**config.mk**
```make
export PLATFORM = sky130hd
export DESIGN_NAME = one_wire_bus_master_top_flat
export DESIGN_NICKNAME = d
export VERILOG_FILES = /design/src/sv/owbm_pkg.sv /design/src/sv/owbm_if.sv /design/src/sv/owbm_core.sv /design/src/sv/one_wire_bus_master_top.sv /design/src/flat_wrapper.sv
export SDC_FILE = /design/constraint.sdc
export NUM_CORES = 1
export LEC_CHECK = 0
export BUFFER_PORTS_ARGS = -buffer_cell sky130_fd_sc_hd__buf_2
export CAP_MARGIN = 0
export CORE_MARGIN = 1.5
export CORE_UTILIZATION = 55
export DETAILED_ROUTE_END_ITERATION = 10
export PLACE_DENSITY = 0.73
export RECOVER_POWER = 25
export SLEW_MARGIN = 20
export SYNTH_ARGS = -nofsm -noshare
export SYNTH_HDL_FRONTEND = slang
export SYNTH_SLANG_ARGS = --single-unit
```
**constraint.sdc**
```tcl
create_clock -name clk -period 8.9 [get_ports clk]
set_input_delay 1.335 -clock clk [delete_from_list [all_inputs] [get_ports clk]]
set_output_delay 1.335 -clock clk [all_outputs]
set_load 0.01 [all_outputs]
```
**src/sv/owbm_pkg.sv**
```systemverilog
// ----------------------------------------------------------------------------
// owbm_pkg: shared definitions for the 1-Wire bus master
// Phase and command codes, register indexes, reset values and the result
// word layout.
// ----------------------------------------------------------------------------
package owbm_pkg;

  localparam int TickW = 10;
  localparam int CfgW  = 10;
  localparam int CfgIdxW = 2;

  localparam logic [1:0] PH_IDLE  = 2'd0;
  localparam logic [1:0] PH_RESET = 2'd1;
  localparam logic [1:0] PH_WRITE = 2'd2;
  localparam logic [1:0] PH_READ  = 2'd3;

  localparam logic [1:0] KIND_TICK  = 2'd0;
  localparam logic [1:0] KIND_RESET = 2'd1;
  localparam logic [1:0] KIND_WRITE = 2'd2;
  localparam logic [1:0] KIND_READ  = 2'd3;

  localparam logic [CfgIdxW-1:0] CFG_RESET_LOW     = 2'd0;
  localparam logic [CfgIdxW-1:0] CFG_PRESENCE_WAIT = 2'd1;
  localparam logic [CfgIdxW-1:0] CFG_SLOT          = 2'd2;
  localparam logic [CfgIdxW-1:0] CFG_SAMPLE_DELAY  = 2'd3;

  localparam logic [9:0] RESET_LOW_DEF     = 10'd485;
  localparam logic [7:0] PRESENCE_WAIT_DEF = 8'd30;
  localparam logic [7:0] SLOT_DEF          = 8'd60;
  localparam logic [7:0] SAMPLE_DELAY_DEF  = 8'd10;

  typedef struct packed {
    logic       drive_low;
    logic       busy_res;
    logic       done_res;
    logic       presence;
    logic [7:0] rx_byte;
    logic       rejected;
  } res_t;

endpackage

```
**src/sv/owbm_if.sv**
```systemverilog
// ----------------------------------------------------------------------------
// owbm_cmd_if / owbm_res_if: channels of the 1-Wire bus master
// Valid/ready channels for input words and result words.
// ----------------------------------------------------------------------------
interface owbm_cmd_if;
  logic       valid;
  logic       ready;
  logic [1:0] kind;
  logic [7:0] tx_byte;
  logic       line_level;

  modport source (output valid, output kind, output tx_byte, output line_level, input ready);
  modport sink (input valid, input kind, input tx_byte, input line_level, output ready);
endinterface

interface owbm_res_if;
  logic       valid;
  logic       ready;
  logic       drive_low;
  logic       busy_res;
  logic       done_res;
  logic       presence;
  logic [7:0] rx_byte;
  logic       rejected;

  modport source (output valid, output drive_low, output busy_res, output done_res,
                  output presence, output rx_byte, output rejected, input ready);
  modport sink (input valid, input drive_low, input busy_res, input done_res,
                input presence, input rx_byte, input rejected, output ready);
endinterface

```
**src/sv/owbm_core.sv**
```systemverilog
// ----------------------------------------------------------------------------
// owbm_core: bus master state and slot timing
// Holds the timing registers and the operation state, and advances them by
// one word per step, producing the result word for that step.
// ----------------------------------------------------------------------------
module owbm_core import owbm_pkg::*; (
  input  logic               clk,
  input  logic               rst_n,
  input  logic               cfg_we,
  input  logic [CfgIdxW-1:0] cfg_idx,
  input  logic [CfgW-1:0]    cfg_wdata,
  input  logic               step,
  input  logic [1:0]         kind,
  input  logic [7:0]         tx_byte,
  input  logic               line_level,
  output res_t               res
);

  logic [9:0]       reset_low_r;
  logic [7:0]       presence_wait_r;
  logic [7:0]       slot_r;
  logic [7:0]       sample_delay_r;

  logic [1:0]       phase_r, phase_nxt;
  logic [TickW-1:0] tick_r, tick_nxt;
  logic [2:0]       bit_r, bit_nxt;
  logic [7:0]       sout_r, sout_nxt;
  logic [7:0]       sin_r, sin_nxt;
  logic             pres_r, pres_nxt;

  logic [TickW-1:0] tick_inc;
  logic [9:0]       low_lim;
  logic [7:0]       pw;
  logic [9:0]       rst_end;
  logic [8:0]       slot_end;
  logic [7:0]       sd;
  logic             done;
  logic             rejected;

  always_ff @(posedge clk) begin
    if (!rst_n) begin
      reset_low_r     <= RESET_LOW_DEF;
      presence_wait_r <= PRESENCE_WAIT_DEF;
      slot_r          <= SLOT_DEF;
      sample_delay_r  <= SAMPLE_DELAY_DEF;
    end else if (cfg_we) begin
      case (cfg_idx)
        CFG_RESET_LOW:     reset_low_r     <= cfg_wdata;
        CFG_PRESENCE_WAIT: presence_wait_r <= cfg_wdata[7:0];
        CFG_SLOT:          slot_r          <= cfg_wdata[7:0];
        CFG_SAMPLE_DELAY:  sample_delay_r  <= cfg_wdata[7:0];
        default: ;
      endcase
    end
  end

  assign tick_inc = tick_r + 1'b1;
  assign low_lim  = (reset_low_r == '0) ? 10'd1 : reset_low_r;
  assign pw       = (presence_wait_r == '0) ? 8'd1 : presence_wait_r;
  assign rst_end  = (reset_low_r > {2'b00, pw}) ? reset_low_r : {2'b00, pw};
  assign slot_end = {1'b0, slot_r} + 9'd1;
  assign sd       = (sample_delay_r < slot_r) ? sample_delay_r : slot_r;

  always_comb begin
    phase_nxt = phase_r;
    tick_nxt  = tick_r;
    bit_nxt   = bit_r;
    sout_nxt  = sout_r;
    sin_nxt   = sin_r;
    pres_nxt  = pres_r;
    done      = 1'b0;
    rejected  = 1'b0;
    if (kind != KIND_TICK) begin
      if (phase_r != PH_IDLE) begin
        rejected = 1'b1;
      end else begin
        phase_nxt = kind;
        tick_nxt  = '0;
        bit_nxt   = '0;
        if (kind == KIND_WRITE) sout_nxt = tx_byte;
        if (kind == KIND_READ) sin_nxt = '0;
      end
    end else if (phase_r != PH_IDLE) begin
      tick_nxt = tick_inc;
      if (phase_r == PH_RESET) begin
        if (bit_r == 3'd0) begin
          if (tick_inc >= low_lim) begin
            bit_nxt  = 3'd1;
            tick_nxt = '0;
          end
        end else begin
          if (tick_inc == {2'b00, pw}) pres_nxt = ~line_level;
          if (tick_inc >= rst_end) begin
            phase_nxt = PH_IDLE;
            bit_nxt   = '0;
            tick_nxt  = '0;
            done      = 1'b1;
          end
        end
      end else begin
        if (phase_r == PH_READ && tick_inc == {2'b00, sd} + 10'd1) begin
          sin_nxt[bit_r] = sin_r[bit_r] | line_level;
        end
        if (tick_inc >= {1'b0, slot_end}) begin
          tick_nxt = '0;
          if (bit_r == 3'd7) begin
            phase_nxt = PH_IDLE;
            bit_nxt   = '0;
            done      = 1'b1;
          end else begin
            bit_nxt = bit_r + 3'd1;
            if (phase_r == PH_WRITE) sout_nxt = {1'b0, sout_r[7:1]};
          end
        end
      end
    end
  end

  always_ff @(posedge clk) begin
    if (!rst_n) begin
      phase_r <= PH_IDLE;
      tick_r  <= '0;
      bit_r   <= '0;
      sout_r  <= '0;
      sin_r   <= '0;
      pres_r  <= 1'b0;
    end else if (step) begin
      phase_r <= phase_nxt;
      tick_r  <= tick_nxt;
      bit_r   <= bit_nxt;
      sout_r  <= sout_nxt;
      sin_r   <= sin_nxt;
      pres_r  <= pres_nxt;
    end
  end

  always_comb begin
    case (phase_nxt)
      PH_RESET: res.drive_low = (bit_nxt == 3'd0);
      PH_WRITE: res.drive_low = (tick_nxt == '0) | ~sout_nxt[0];
      PH_READ:  res.drive_low = (tick_nxt == '0);
      default:  res.drive_low = 1'b0;
    endcase
    res.busy_res = (phase_nxt != PH_IDLE);
    res.done_res = done;
    res.presence = pres_nxt;
    res.rx_byte  = sin_nxt;
    res.rejected = rejected;
  end

endmodule

```
**src/sv/one_wire_bus_master_top.sv**
```systemverilog
// ----------------------------------------------------------------------------
// one_wire_bus_master_top: 1-Wire bus master, reset/presence and byte slots
// The master takes one word per cycle while its output buffer is not full:
// either a microsecond tick or a command, and returns one result word per
// input word, registered in the output buffer. The two-word buffer keeps
// input acceptance going while the consumer stalls until it holds two
// results; the sustained rate is one word per cycle while the consumer keeps
// up. The user must write the timing registers through the cfg port only
// while the master is idle; the block itself does not enforce it.
// ----------------------------------------------------------------------------
module one_wire_bus_master_top import owbm_pkg::*; (
  input  logic               clk,
  input  logic               rst_n,
  input  logic               cfg_we,
  input  logic [CfgIdxW-1:0] cfg_idx,
  input  logic [CfgW-1:0]    cfg_wdata,
  owbm_cmd_if.sink           in_cmd,
  owbm_res_if.source         out_res
);

  res_t       res_new;
  res_t       buf0_r, buf0_nxt;
  res_t       buf1_r, buf1_nxt;
  logic [1:0] cnt_r, cnt_nxt;
  logic       push;
  logic       pop;

  assign in_cmd.ready = (cnt_r != 2'd2);
  assign push = in_cmd.valid & in_cmd.ready;
  assign pop  = out_res.valid & out_res.ready;

  owbm_core u_core (
    .clk        (clk),
    .rst_n      (rst_n),
    .cfg_we     (cfg_we),
    .cfg_idx    (cfg_idx),
    .cfg_wdata  (cfg_wdata),
    .step       (push),
    .kind       (in_cmd.kind),
    .tx_byte    (in_cmd.tx_byte),
    .line_level (in_cmd.line_level),
    .res        (res_new)
  );

  always_comb begin
    buf0_nxt = buf0_r;
    buf1_nxt = buf1_r;
    cnt_nxt  = cnt_r;
    if (pop) begin
      buf0_nxt = buf1_r;
      cnt_nxt  = cnt_r - 2'd1;
    end
    if (push) begin
      if (cnt_nxt == 2'd0) buf0_nxt = res_new;
      else buf1_nxt = res_new;
      cnt_nxt = cnt_nxt + 2'd1;
    end
  end

  always_ff @(posedge clk) begin
    if (!rst_n) begin
      cnt_r <= '0;
    end else begin
      cnt_r <= cnt_nxt;
    end
  end

  always_ff @(posedge clk) begin
    buf0_r <= buf0_nxt;
    buf1_r <= buf1_nxt;
  end

  assign out_res.valid     = (cnt_r != 2'd0);
  assign out_res.drive_low = buf0_r.drive_low;
  assign out_res.busy_res  = buf0_r.busy_res;
  assign out_res.done_res  = buf0_r.done_res;
  assign out_res.presence  = buf0_r.presence;
  assign out_res.rx_byte   = buf0_r.rx_byte;
  assign out_res.rejected  = buf0_r.rejected;

endmodule
```
**src/flat_wrapper.sv**
```systemverilog
// flat-port wrapper written by rule: the top's interface ports become plain ports
module one_wire_bus_master_top_flat import owbm_pkg::*;
  (clk, rst_n, cfg_we, cfg_idx, cfg_wdata, in_cmd_valid, in_cmd_kind, in_cmd_tx_byte, in_cmd_line_level, in_cmd_ready, out_res_valid, out_res_drive_low, out_res_busy_res, out_res_done_res, out_res_presence, out_res_rx_byte, out_res_rejected, out_res_ready);
  owbm_cmd_if in_cmd_i ();
  owbm_res_if out_res_i ();
  input  logic clk;
  input  logic rst_n;
  input  logic cfg_we;
  input  logic [CfgIdxW-1:0] cfg_idx;
  input  logic [CfgW-1:0] cfg_wdata;
  input wire logic [$bits(in_cmd_i.valid)-1:0] in_cmd_valid;
  input wire logic [$bits(in_cmd_i.kind)-1:0] in_cmd_kind;
  input wire logic [$bits(in_cmd_i.tx_byte)-1:0] in_cmd_tx_byte;
  input wire logic [$bits(in_cmd_i.line_level)-1:0] in_cmd_line_level;
  output wire logic [$bits(in_cmd_i.ready)-1:0] in_cmd_ready;
  output wire logic [$bits(out_res_i.valid)-1:0] out_res_valid;
  output wire logic [$bits(out_res_i.drive_low)-1:0] out_res_drive_low;
  output wire logic [$bits(out_res_i.busy_res)-1:0] out_res_busy_res;
  output wire logic [$bits(out_res_i.done_res)-1:0] out_res_done_res;
  output wire logic [$bits(out_res_i.presence)-1:0] out_res_presence;
  output wire logic [$bits(out_res_i.rx_byte)-1:0] out_res_rx_byte;
  output wire logic [$bits(out_res_i.rejected)-1:0] out_res_rejected;
  input wire logic [$bits(out_res_i.ready)-1:0] out_res_ready;
  assign in_cmd_i.valid = in_cmd_valid;
  assign in_cmd_i.kind = in_cmd_kind;
  assign in_cmd_i.tx_byte = in_cmd_tx_byte;
  assign in_cmd_i.line_level = in_cmd_line_level;
  assign in_cmd_ready = in_cmd_i.ready;
  assign out_res_valid = out_res_i.valid;
  assign out_res_drive_low = out_res_i.drive_low;
  assign out_res_busy_res = out_res_i.busy_res;
  assign out_res_done_res = out_res_i.done_res;
  assign out_res_presence = out_res_i.presence;
  assign out_res_rx_byte = out_res_i.rx_byte;
  assign out_res_rejected = out_res_i.rejected;
  assign out_res_i.ready = out_res_ready;
  one_wire_bus_master_top u_core (.clk(clk), .rst_n(rst_n), .cfg_we(cfg_we), .cfg_idx(cfg_idx), .cfg_wdata(cfg_wdata), .in_cmd(in_cmd_i), .out_res(out_res_i));
endmodule
```
==> Word level (Yosys, flattened, before mapping) <==
Index checks and enable logic that the tools add are counted.
{ "totals": {"word_cells": 153, "regBits": 94, "input_bits": 28} }
{ "op_classes": {"n_mux": 68, "order_cmp": 7, "n_addsub": 6, "n_eq_ne": 18, "bitwise": 7, "n_reduce_logical": 23} }
{ "ops": {"columns": ["operator", "n"], "rows": [
  ["8-bit two-way mux", 16],
  ["10-bit two-way mux", 10],
  ["13-bit two-way mux", 3],
  ["3-bit two-way mux", 9],
  ["10-bit greater-or-equal comparator", 2],
  ["10-bit logical NOT", 2],
  ["2-bit two-way mux", 10],
  ["8-bit by 1-bit adder with 9-bit output, second input constant", 2],
  ["2-bit == test, second input constant", 8],
  ["1-bit two-way mux", 16],
  ["2-bit nonzero test", 8],
  ["10-bit by 1-bit adder with 10-bit output, second input constant", 1],
  ["10-bit by 8-bit == test with 1-bit output", 1],
  ["10-bit by 9-bit == test with 1-bit output", 1],
  ["10-bit by 9-bit greater-or-equal comparator with 1-bit output", 1],
  ["10-bit by 8-bit > comparator with 1-bit output", 1],
  ["2-bit AND reduction", 5],
  ["8-bit bitwise mux", 1],
  ["8-bit logical NOT", 1],
  ["8-bit < comparator", 1],
  ["2-bit != test, second input constant", 4],
  ["8-bit AND reduction", 1],
  ["2-bit by 1-bit == test with 1-bit output, second input constant", 3],
  ["3-bit logical NOT", 2],
  ["other kinds (14)", 20]
]} }

==> Depth between registers and ports, before layout <==
{ "depth": {"depth_word": 15, "mapped_depth": 23} }

==> By module <==
Synthesis repeated with hierarchy kept, for this count alone.
{ "unflattened": {"hier_cells": 775, "hier_area_um2": 6475.0} }
{ "by_module_without_submodules": {"columns": ["mod", "instances", "seq_area_each_um2", "cells_each", "area_each_um2"], "rows": [
  ["owbm_core", 1, 1321.3, 699, 5253.8],
  ["one_wire_bus_master_top", 1, 690.7, 76, 1221.2]
]} }

==> Least setup slack after synthesis <==
No wires, ideal clock.
{ "synth_timing": {"kind": "register -> register", "startpoint": "register u_core.u_core.presence_wait_r[3]", "endpoint": "register u_core.u_core.tick_r[6]", "arrival_time_ns": 4.515, "path_slack_ns": 4.294, "stages_incl_launch_ff": 24, "synth_period_minus_slack_ns": 4.606, "path_cell_list": "dfxtp_1 -> inv_1 -> a41o_1 -> ha_1 -> inv_1 -> a21oi_1 -> nor2_1 -> nor2_1 -> nand2_1 -> a21o_1 -> a21oi_1 -> o21ai_1 -> mux2_2 -> ha_1 -> nand2b_1 -> a211oi_1 -> o21ai_0 -> a41oi_1 -> a2bb2oi_1 -> a22oi_1 -> nor3_1 -> clkbuf_1 -> a21oi_1 -> a311oi_1"} }
{ "synth_via": {"elab_chain_cells": 10} }
{ "synth_rtl": {"columns": ["item", "line_no", "source"], "rows": [
  ["start: declaration", "owbm_core.sv:20", "logic [7:0] presence_wait_r;"],
  ["start signal: assignment", "owbm_core.sv:49", "CFG_PRESENCE_WAIT: presence_wait_r <= cfg_wdata[7:0];"],
  ["8-bit logical NOT", "owbm_core.sv:59", "assign pw = (presence_wait_r == '0) ? 8'd1 : presence_wait_r;"],
  ["8-bit two-way mux *", "owbm_core.sv:59", null],
  ["10-bit by 8-bit > comparator with 1-bit output", "owbm_core.sv:60", "assign rst_end = (reset_low_r > {2'b00, pw}) ? reset_low_r : {2'b00, pw};"],
  ["10-bit two-way mux *", "owbm_core.sv:60", null],
  ["10-bit greater-or-equal comparator *", "owbm_core.sv:93", "if (tick_inc >= rst_end) begin"],
  ["10-bit two-way mux *", "owbm_core.sv:93", null],
  ["10-bit two-way mux *", "owbm_core.sv:86", "if (bit_r == 3'd0) begin"],
  ["10-bit two-way mux *", "owbm_core.sv:85", "if (phase_r == PH_RESET) begin"],
  ["10-bit two-way mux *", "owbm_core.sv:83", "end else if (phase_r != PH_IDLE) begin"],
  ["10-bit two-way mux *", "owbm_core.sv:73", "if (kind != KIND_TICK) begin"],
  ["end signal: assignment", "owbm_core.sv:129", "tick_r <= tick_nxt;"],
  ["end: declaration", "owbm_core.sv:25", "logic [TickW-1:0] tick_r, tick_nxt;"]
]} }
Mark *: on every way between the ends. The rest lies on a longest branch, timed or not.
A chain may end at the register's enable or synchronous reset.

==> Final worst setup path <==
{ "layout_timing": {"startpoint": "register u_core.u_core.slot_r[7]", "endpoint": "register u_core.u_core.sin_r[4]"} }
{ "layout_via": {"elab_chain_cells": 9} }
{ "layout_rtl": {"columns": ["item", "line_no", "source"], "rows": [
  ["start: declaration", "owbm_core.sv:21", "logic [7:0] slot_r;"],
  ["start signal: assignment", "owbm_core.sv:50", "CFG_SLOT: slot_r <= cfg_wdata[7:0];"],
  ["8-bit < comparator", "owbm_core.sv:62", "assign sd = (sample_delay_r < slot_r) ? sample_delay_r : slot_r;"],
  ["8-bit two-way mux *", "owbm_core.sv:62", null],
  ["8-bit by 1-bit adder with 9-bit output *", "owbm_core.sv:101", "if (phase_r == PH_READ && tick_inc == {2'b00, sd} + 10'd1) begin"],
  ["10-bit by 9-bit == test with 1-bit output *", "owbm_core.sv:101", null],
  ["1-bit logical AND *", "owbm_core.sv:101", null],
  ["8-bit two-way mux *", "owbm_core.sv:101", null],
  ["8-bit two-way mux *", "owbm_core.sv:85", null],
  ["8-bit two-way mux *", "owbm_core.sv:83", null],
  ["8-bit two-way mux *", "owbm_core.sv:73", null],
  ["end signal: assignment", "owbm_core.sv:132", "sin_r <= sin_nxt;"],
  ["end: declaration", "owbm_core.sv:28", "logic [7:0] sin_r, sin_nxt;"]
]} }
Marks and branches as above.

==> Implementation_results.wiki <==
{| class="wikitable"
! Metric !! Value
|-
| Postcts setup bufs || 0
|-
| Number of primary I/O pins || 43
|-
| Quantity of I/O buffers inserted on ports || 42
|-
| Proportion of layout cells with a drive suffix above 1 || 0.0812
|-
| Leading cell types by count after synthesis || 109 x sky130_fd_sc_hd__nand2_1, 81 x sky130_fd_sc_hd__dfxtp_1, 70 x sky130_fd_sc_hd__nor2_1
|-
| Category of the worst setup path capture point || flop
|-
| RSZ-0062 raised after global routing || no
|-
| Yosys top cell by area || sky130_fd_sc_hd__dfxtp_1
|-
| Portion of the post-synthesis area used by sequential elements || 0.308
|-
| Period utilisation layout || 0.631
|-
| Power Dens Cells || 179 nW/um^2
|-
| CTS sink cnt || 94
|-
| Clock Skew || 0.00658 ns
|-
| Overall routing resource usage || 0.277
|-
| Share of Yosys cell area claimed by the top area cell type || 0.248
|-
| Number of cells in the finished layout apart from fillers || 968
|-
| Number of hold violations in the final report || 0
|-
| Run status || finished with violations
|-
| Post-synthesis net count || ~900
|-
| Remaining design rule violation count || 4
|-
| Area of the mapped netlist || approximately 6500 um^2
|-
| Site Rows || 39
|-
| Cell leakage power || ~0.0029 uW
|-
| Number of design-rule violations left by the first detailed-router iteration || 487
|-
| Most frequent cell after synthesis || sky130_fd_sc_hd__nand2_1
|-
| Core Util, Final || 0.616
|-
| Height of the die || approximately 110 um
|-
| Vias after detailed routing || slightly below 6000
|-
| Tightest slew margin relative to the limit || -0.399
|-
| Estimated wirelength of the detail-placed design || between 10000 and 15000 um
|-
| Violations in the final reports || DRC, capacitance limit, slew limit
|-
| Hold buffer count at cts || 0
|-
| Count of flip-flops with a built-in enable after synthesis || 13
|-
| Worst Reg-to-Reg Cells || 16
|-
| Drt first pass iters || 10
|-
| Clock tree from TritonCTS || done
|-
| Syn Inst Count || 800
|-
| Leading post-synthesis cells by cell area || sky130_fd_sc_hd__dfxtp_1 25%, sky130_fd_sc_hd__ha_1 10%, sky130_fd_sc_hd__nand2_1 6.3%, sky130_fd_sc_hd__edfxtp_1 6.0%, sky130_fd_sc_hd__mux2i_1 4.9%
|-
| Critical Path Source || u_core.u_core.slot_r[7]$_SDFFE_PN0P_
|-
| Antenna cell count || 0
|-
| Pins Over Slew Limit || 79
|-
| Wire length of the first global-routing pass || between 20000 and 30000 um
|-
| Hold worst-path end || u_core.u_core.pres_r$_SDFFE_PN0P_
|-
| Synth Warn # || 0
|-
| Count of cells resized by post-cts repair || 0
|-
| Placed cell count || between 900 and 1000
|-
| Number of nets at the end of the flow || between 900 and 1000
|-
| Worst reg2reg setup slack || 3.29 ns
|-
| Asr flop ratio synth || 0
|-
| Critical path fanouts, max || 19
|-
| Synth-to-Final Area Change || 8.66%
|-
| Horiz. Die Dim || about 110 um
|-
| Number of vias per cell || between 6 and 7
|-
| Number of different library cells in the post-synthesis netlist || 76
|-
| Effective utilization at floorplan || 0.567
|-
| Clock-pin slew on the worst setup and hold paths || about 0.060 ns
|-
| DIE AREA || ~13000 um^2
|-
| Worst-Skew Late Latency || around 0.36 ns
|-
| Number of routed nets with antenna violations || 0
|-
| Max frequency || approximately 180 MHz
|-
| Clock root buffer || sky130_fd_sc_hd__clkbuf_16
|-
| VDD IR-drop max || roughly 0.000089 V
|-
| Startpoint of the worst hold path || u_core.u_core.pres_r$_SDFFE_PN0P_
|-
| Number of buffers created by CTS || 9
|-
| Final setup violation count || 0
|-
| Buffer depth of the longest clock path || 2
|-
| Minimum clock period || around 5.6 ns
|-
| Hold Path Stages || 2
|-
| Max-capacitance violation count || 2
|-
| Reg2reg start || u_core.u_core.slot_r[7]$_SDFFE_PN0P_
|-
| Critical R2R Capture || u_core.u_core.sin_r[4]$_SDFFE_PN0P_
|-
| Hold Path Class || flop to flop
|-
| Pin count of the biggest net entering global routing || between 40 and 50
|-
| Required time at the endpoint of the critical path || 9.04 ns
|-
| Main flop type after synthesis || sky130_fd_sc_hd__dfxtp_1
|-
| Transition at the pin with the smallest max-transition slack || around 2.1 ns
|-
| Antenna violations before repair || 0
|-
| Worst Hold Slack || about 0.48 ns
|-
| Total number of H-tree levels || 3
|-
| Total congestion overflow after global routing || 0
|-
| Number of global-route vias before repair || between 5000 and 6000
|-
| Data arrival at the endpoint of the critical path || 5.75 ns
|-
| Crit Path Class || flop to flop
|-
| Placer congestion estimate || about 1
|-
| Total of flip-flops plus latches after synthesis || 94
|-
| Post-Route Setup TNS || 0 ns
|-
| Final WL || about 17000 um
|-
| Per-cell routed wire length || 17.6 um
|-
| Placeable core region || roughly 12000 um^2
|-
| Startpoint types || flop
|-
| Average cell area after synthesis || around 8.2 um^2
|}
-- per-layer routing --
layer	track usage	share of wire	up-vias
met3	0.0376	0.045	31
met5	0	0	-
met4	0.122	0.025	0
met2	0.474	0.48	170
li1	-	-	2951
met1	0.349	0.45	2796
-- area by class of cell --
cell class | instances | area (um^2)
clock inverters | 4 | 72.6
clock buffers | 12 | 246
multi-input cells | 621 | 4180
flip-flops and latches | 94 | 2010
inverters | 47 | 176
repair buffers | 47 | 225
well taps | 143 | 179
fillers | 1032 | 4420
-- worst max path at each step --
stage	endpoint	slack, ns
final	u_core.u_core.sin_r[4]$_SDFFE_PN0P_	3.29
after global routing	u_core.u_core.sin_r[4]$_SDFFE_PN0P_	3.06
after CTS	u_core.u_core.tick_r[6]$_SDFFE_PN0P_	3.20
after detailed placement	u_core.u_core.tick_r[6]$_SDFFE_PN0P_	3.21
after global placement	u_core.u_core.tick_r[6]$_SDFFE_PN0P_	3.37
after floorplan	u_core.u_core.tick_r[6]$_SDFFE_PN0P_	4.29
-- power breakdown --
part           internal (uW)  switching, uW  leakage [uW]  total [uW]
clock                    253            161      0.000153         414
sequential               499           38.7      0.000786         538
combinational            119            202       0.00199         321
-- flip-flops by register name (all words and copies together), names as in the netlist, 2 cells and up --
| name | cells |
|---|---|
| u_core.buf1_r | 13 |
| u_core.u_core.sout_r | 8 |
| u_core.u_core.phase_r | 2 |
| u_core.out_res.rx_byte | 8 |
| u_core.u_core.tick_r | 10 |
| u_core.u_core.sample_delay_r | 8 |
| u_core.u_core.presence_wait_r | 8 |
| u_core.u_core.reset_low_r | 10 |
| u_core.u_core.slot_r | 8 |
| u_core.u_core.bit_r | 3 |
| u_core.u_core.sin_r | 8 |
| u_core.cnt_r | 2 |
-- cell families (layout without fill, tap and decap cells) --
group / after synthesis / in the layout / share of synthesized area
flops: 94 / 94 / 0.308
buf+inv: 85 / 110 / 0.0537
mux: 37 / 37 / 0.0583
xor+xnor: 43 / 43 / 0.0606
fa+ha+maj: 54 / 54 / 0.103
simple gates: 294 / 294 / 0.214
compound gates: 193 / 193 / 0.202
-- critical path, stage by stage, from the launching register on --
cell                        delay [ns]
sky130_fd_sc_hd__dfxtp_1          0.47
sky130_fd_sc_hd__inv_1            0.16
sky130_fd_sc_hd__ha_1             0.34
sky130_fd_sc_hd__and3_1           0.21
sky130_fd_sc_hd__a221oi_2         0.27
sky130_fd_sc_hd__o21a_1           0.71
sky130_fd_sc_hd__mux2_4           0.38
sky130_fd_sc_hd__ha_1             0.29
sky130_fd_sc_hd__and3_1           0.24
sky130_fd_sc_hd__nand3_1          0.10
sky130_fd_sc_hd__xor2_1           0.18
sky130_fd_sc_hd__mux2i_1          0.12
sky130_fd_sc_hd__xnor2_1          0.19
sky130_fd_sc_hd__and4bb_2         0.35
sky130_fd_sc_hd__o2111ai_2        0.41
sky130_fd_sc_hd__o311ai_0         0.81
sky130_fd_sc_hd__a31oi_1          0.17
-- metrics by stage --
step                area (um^2)  worst slack (ns)  total power [uW]
global placement           6790              3.37               856
CTS                        7110              3.20              1280
floorplan                  6530              4.29               775
detailed placement         6790              3.21               870
finish                     7090              3.29              1270
global route               7090              3.06              1340
-- cell usage in the layout, fill, tap and decap left out, types with 6 or more instances in the layout --
cell	n
sky130_fd_sc_hd__a32oi_1	7
sky130_fd_sc_hd__nor3_1	16
sky130_fd_sc_hd__edfxtp_1	13
sky130_fd_sc_hd__o21ai_0	39
sky130_fd_sc_hd__a21oi_1	36
sky130_fd_sc_hd__o2111ai_1	6
sky130_fd_sc_hd__nand4_1	12
sky130_fd_sc_hd__buf_2	27
sky130_fd_sc_hd__a221oi_1	6
sky130_fd_sc_hd__xnor2_1	33
sky130_fd_sc_hd__a211oi_1	9
sky130_fd_sc_hd__dfxtp_1	81
sky130_fd_sc_hd__nor2_1	69
sky130_fd_sc_hd__xor2_1	9
sky130_fd_sc_hd__a21o_1	6
sky130_fd_sc_hd__nor4_1	9
sky130_fd_sc_hd__nand2b_1	12
sky130_fd_sc_hd__inv_1	45
sky130_fd_sc_hd__nand3_1	25
sky130_fd_sc_hd__mux2i_1	32
sky130_fd_sc_hd__nand2_1	109
sky130_fd_sc_hd__clkbuf_1	18
sky130_fd_sc_hd__o211ai_1	18
sky130_fd_sc_hd__and3_1	6
sky130_fd_sc_hd__ha_1	53
sky130_fd_sc_hd__a22oi_1	8
sky130_fd_sc_hd__clkbuf_16	9
sky130_fd_sc_hd__o21a_1	8
sky130_fd_sc_hd__a31oi_1	11
(Power assumes the default switching activity.)
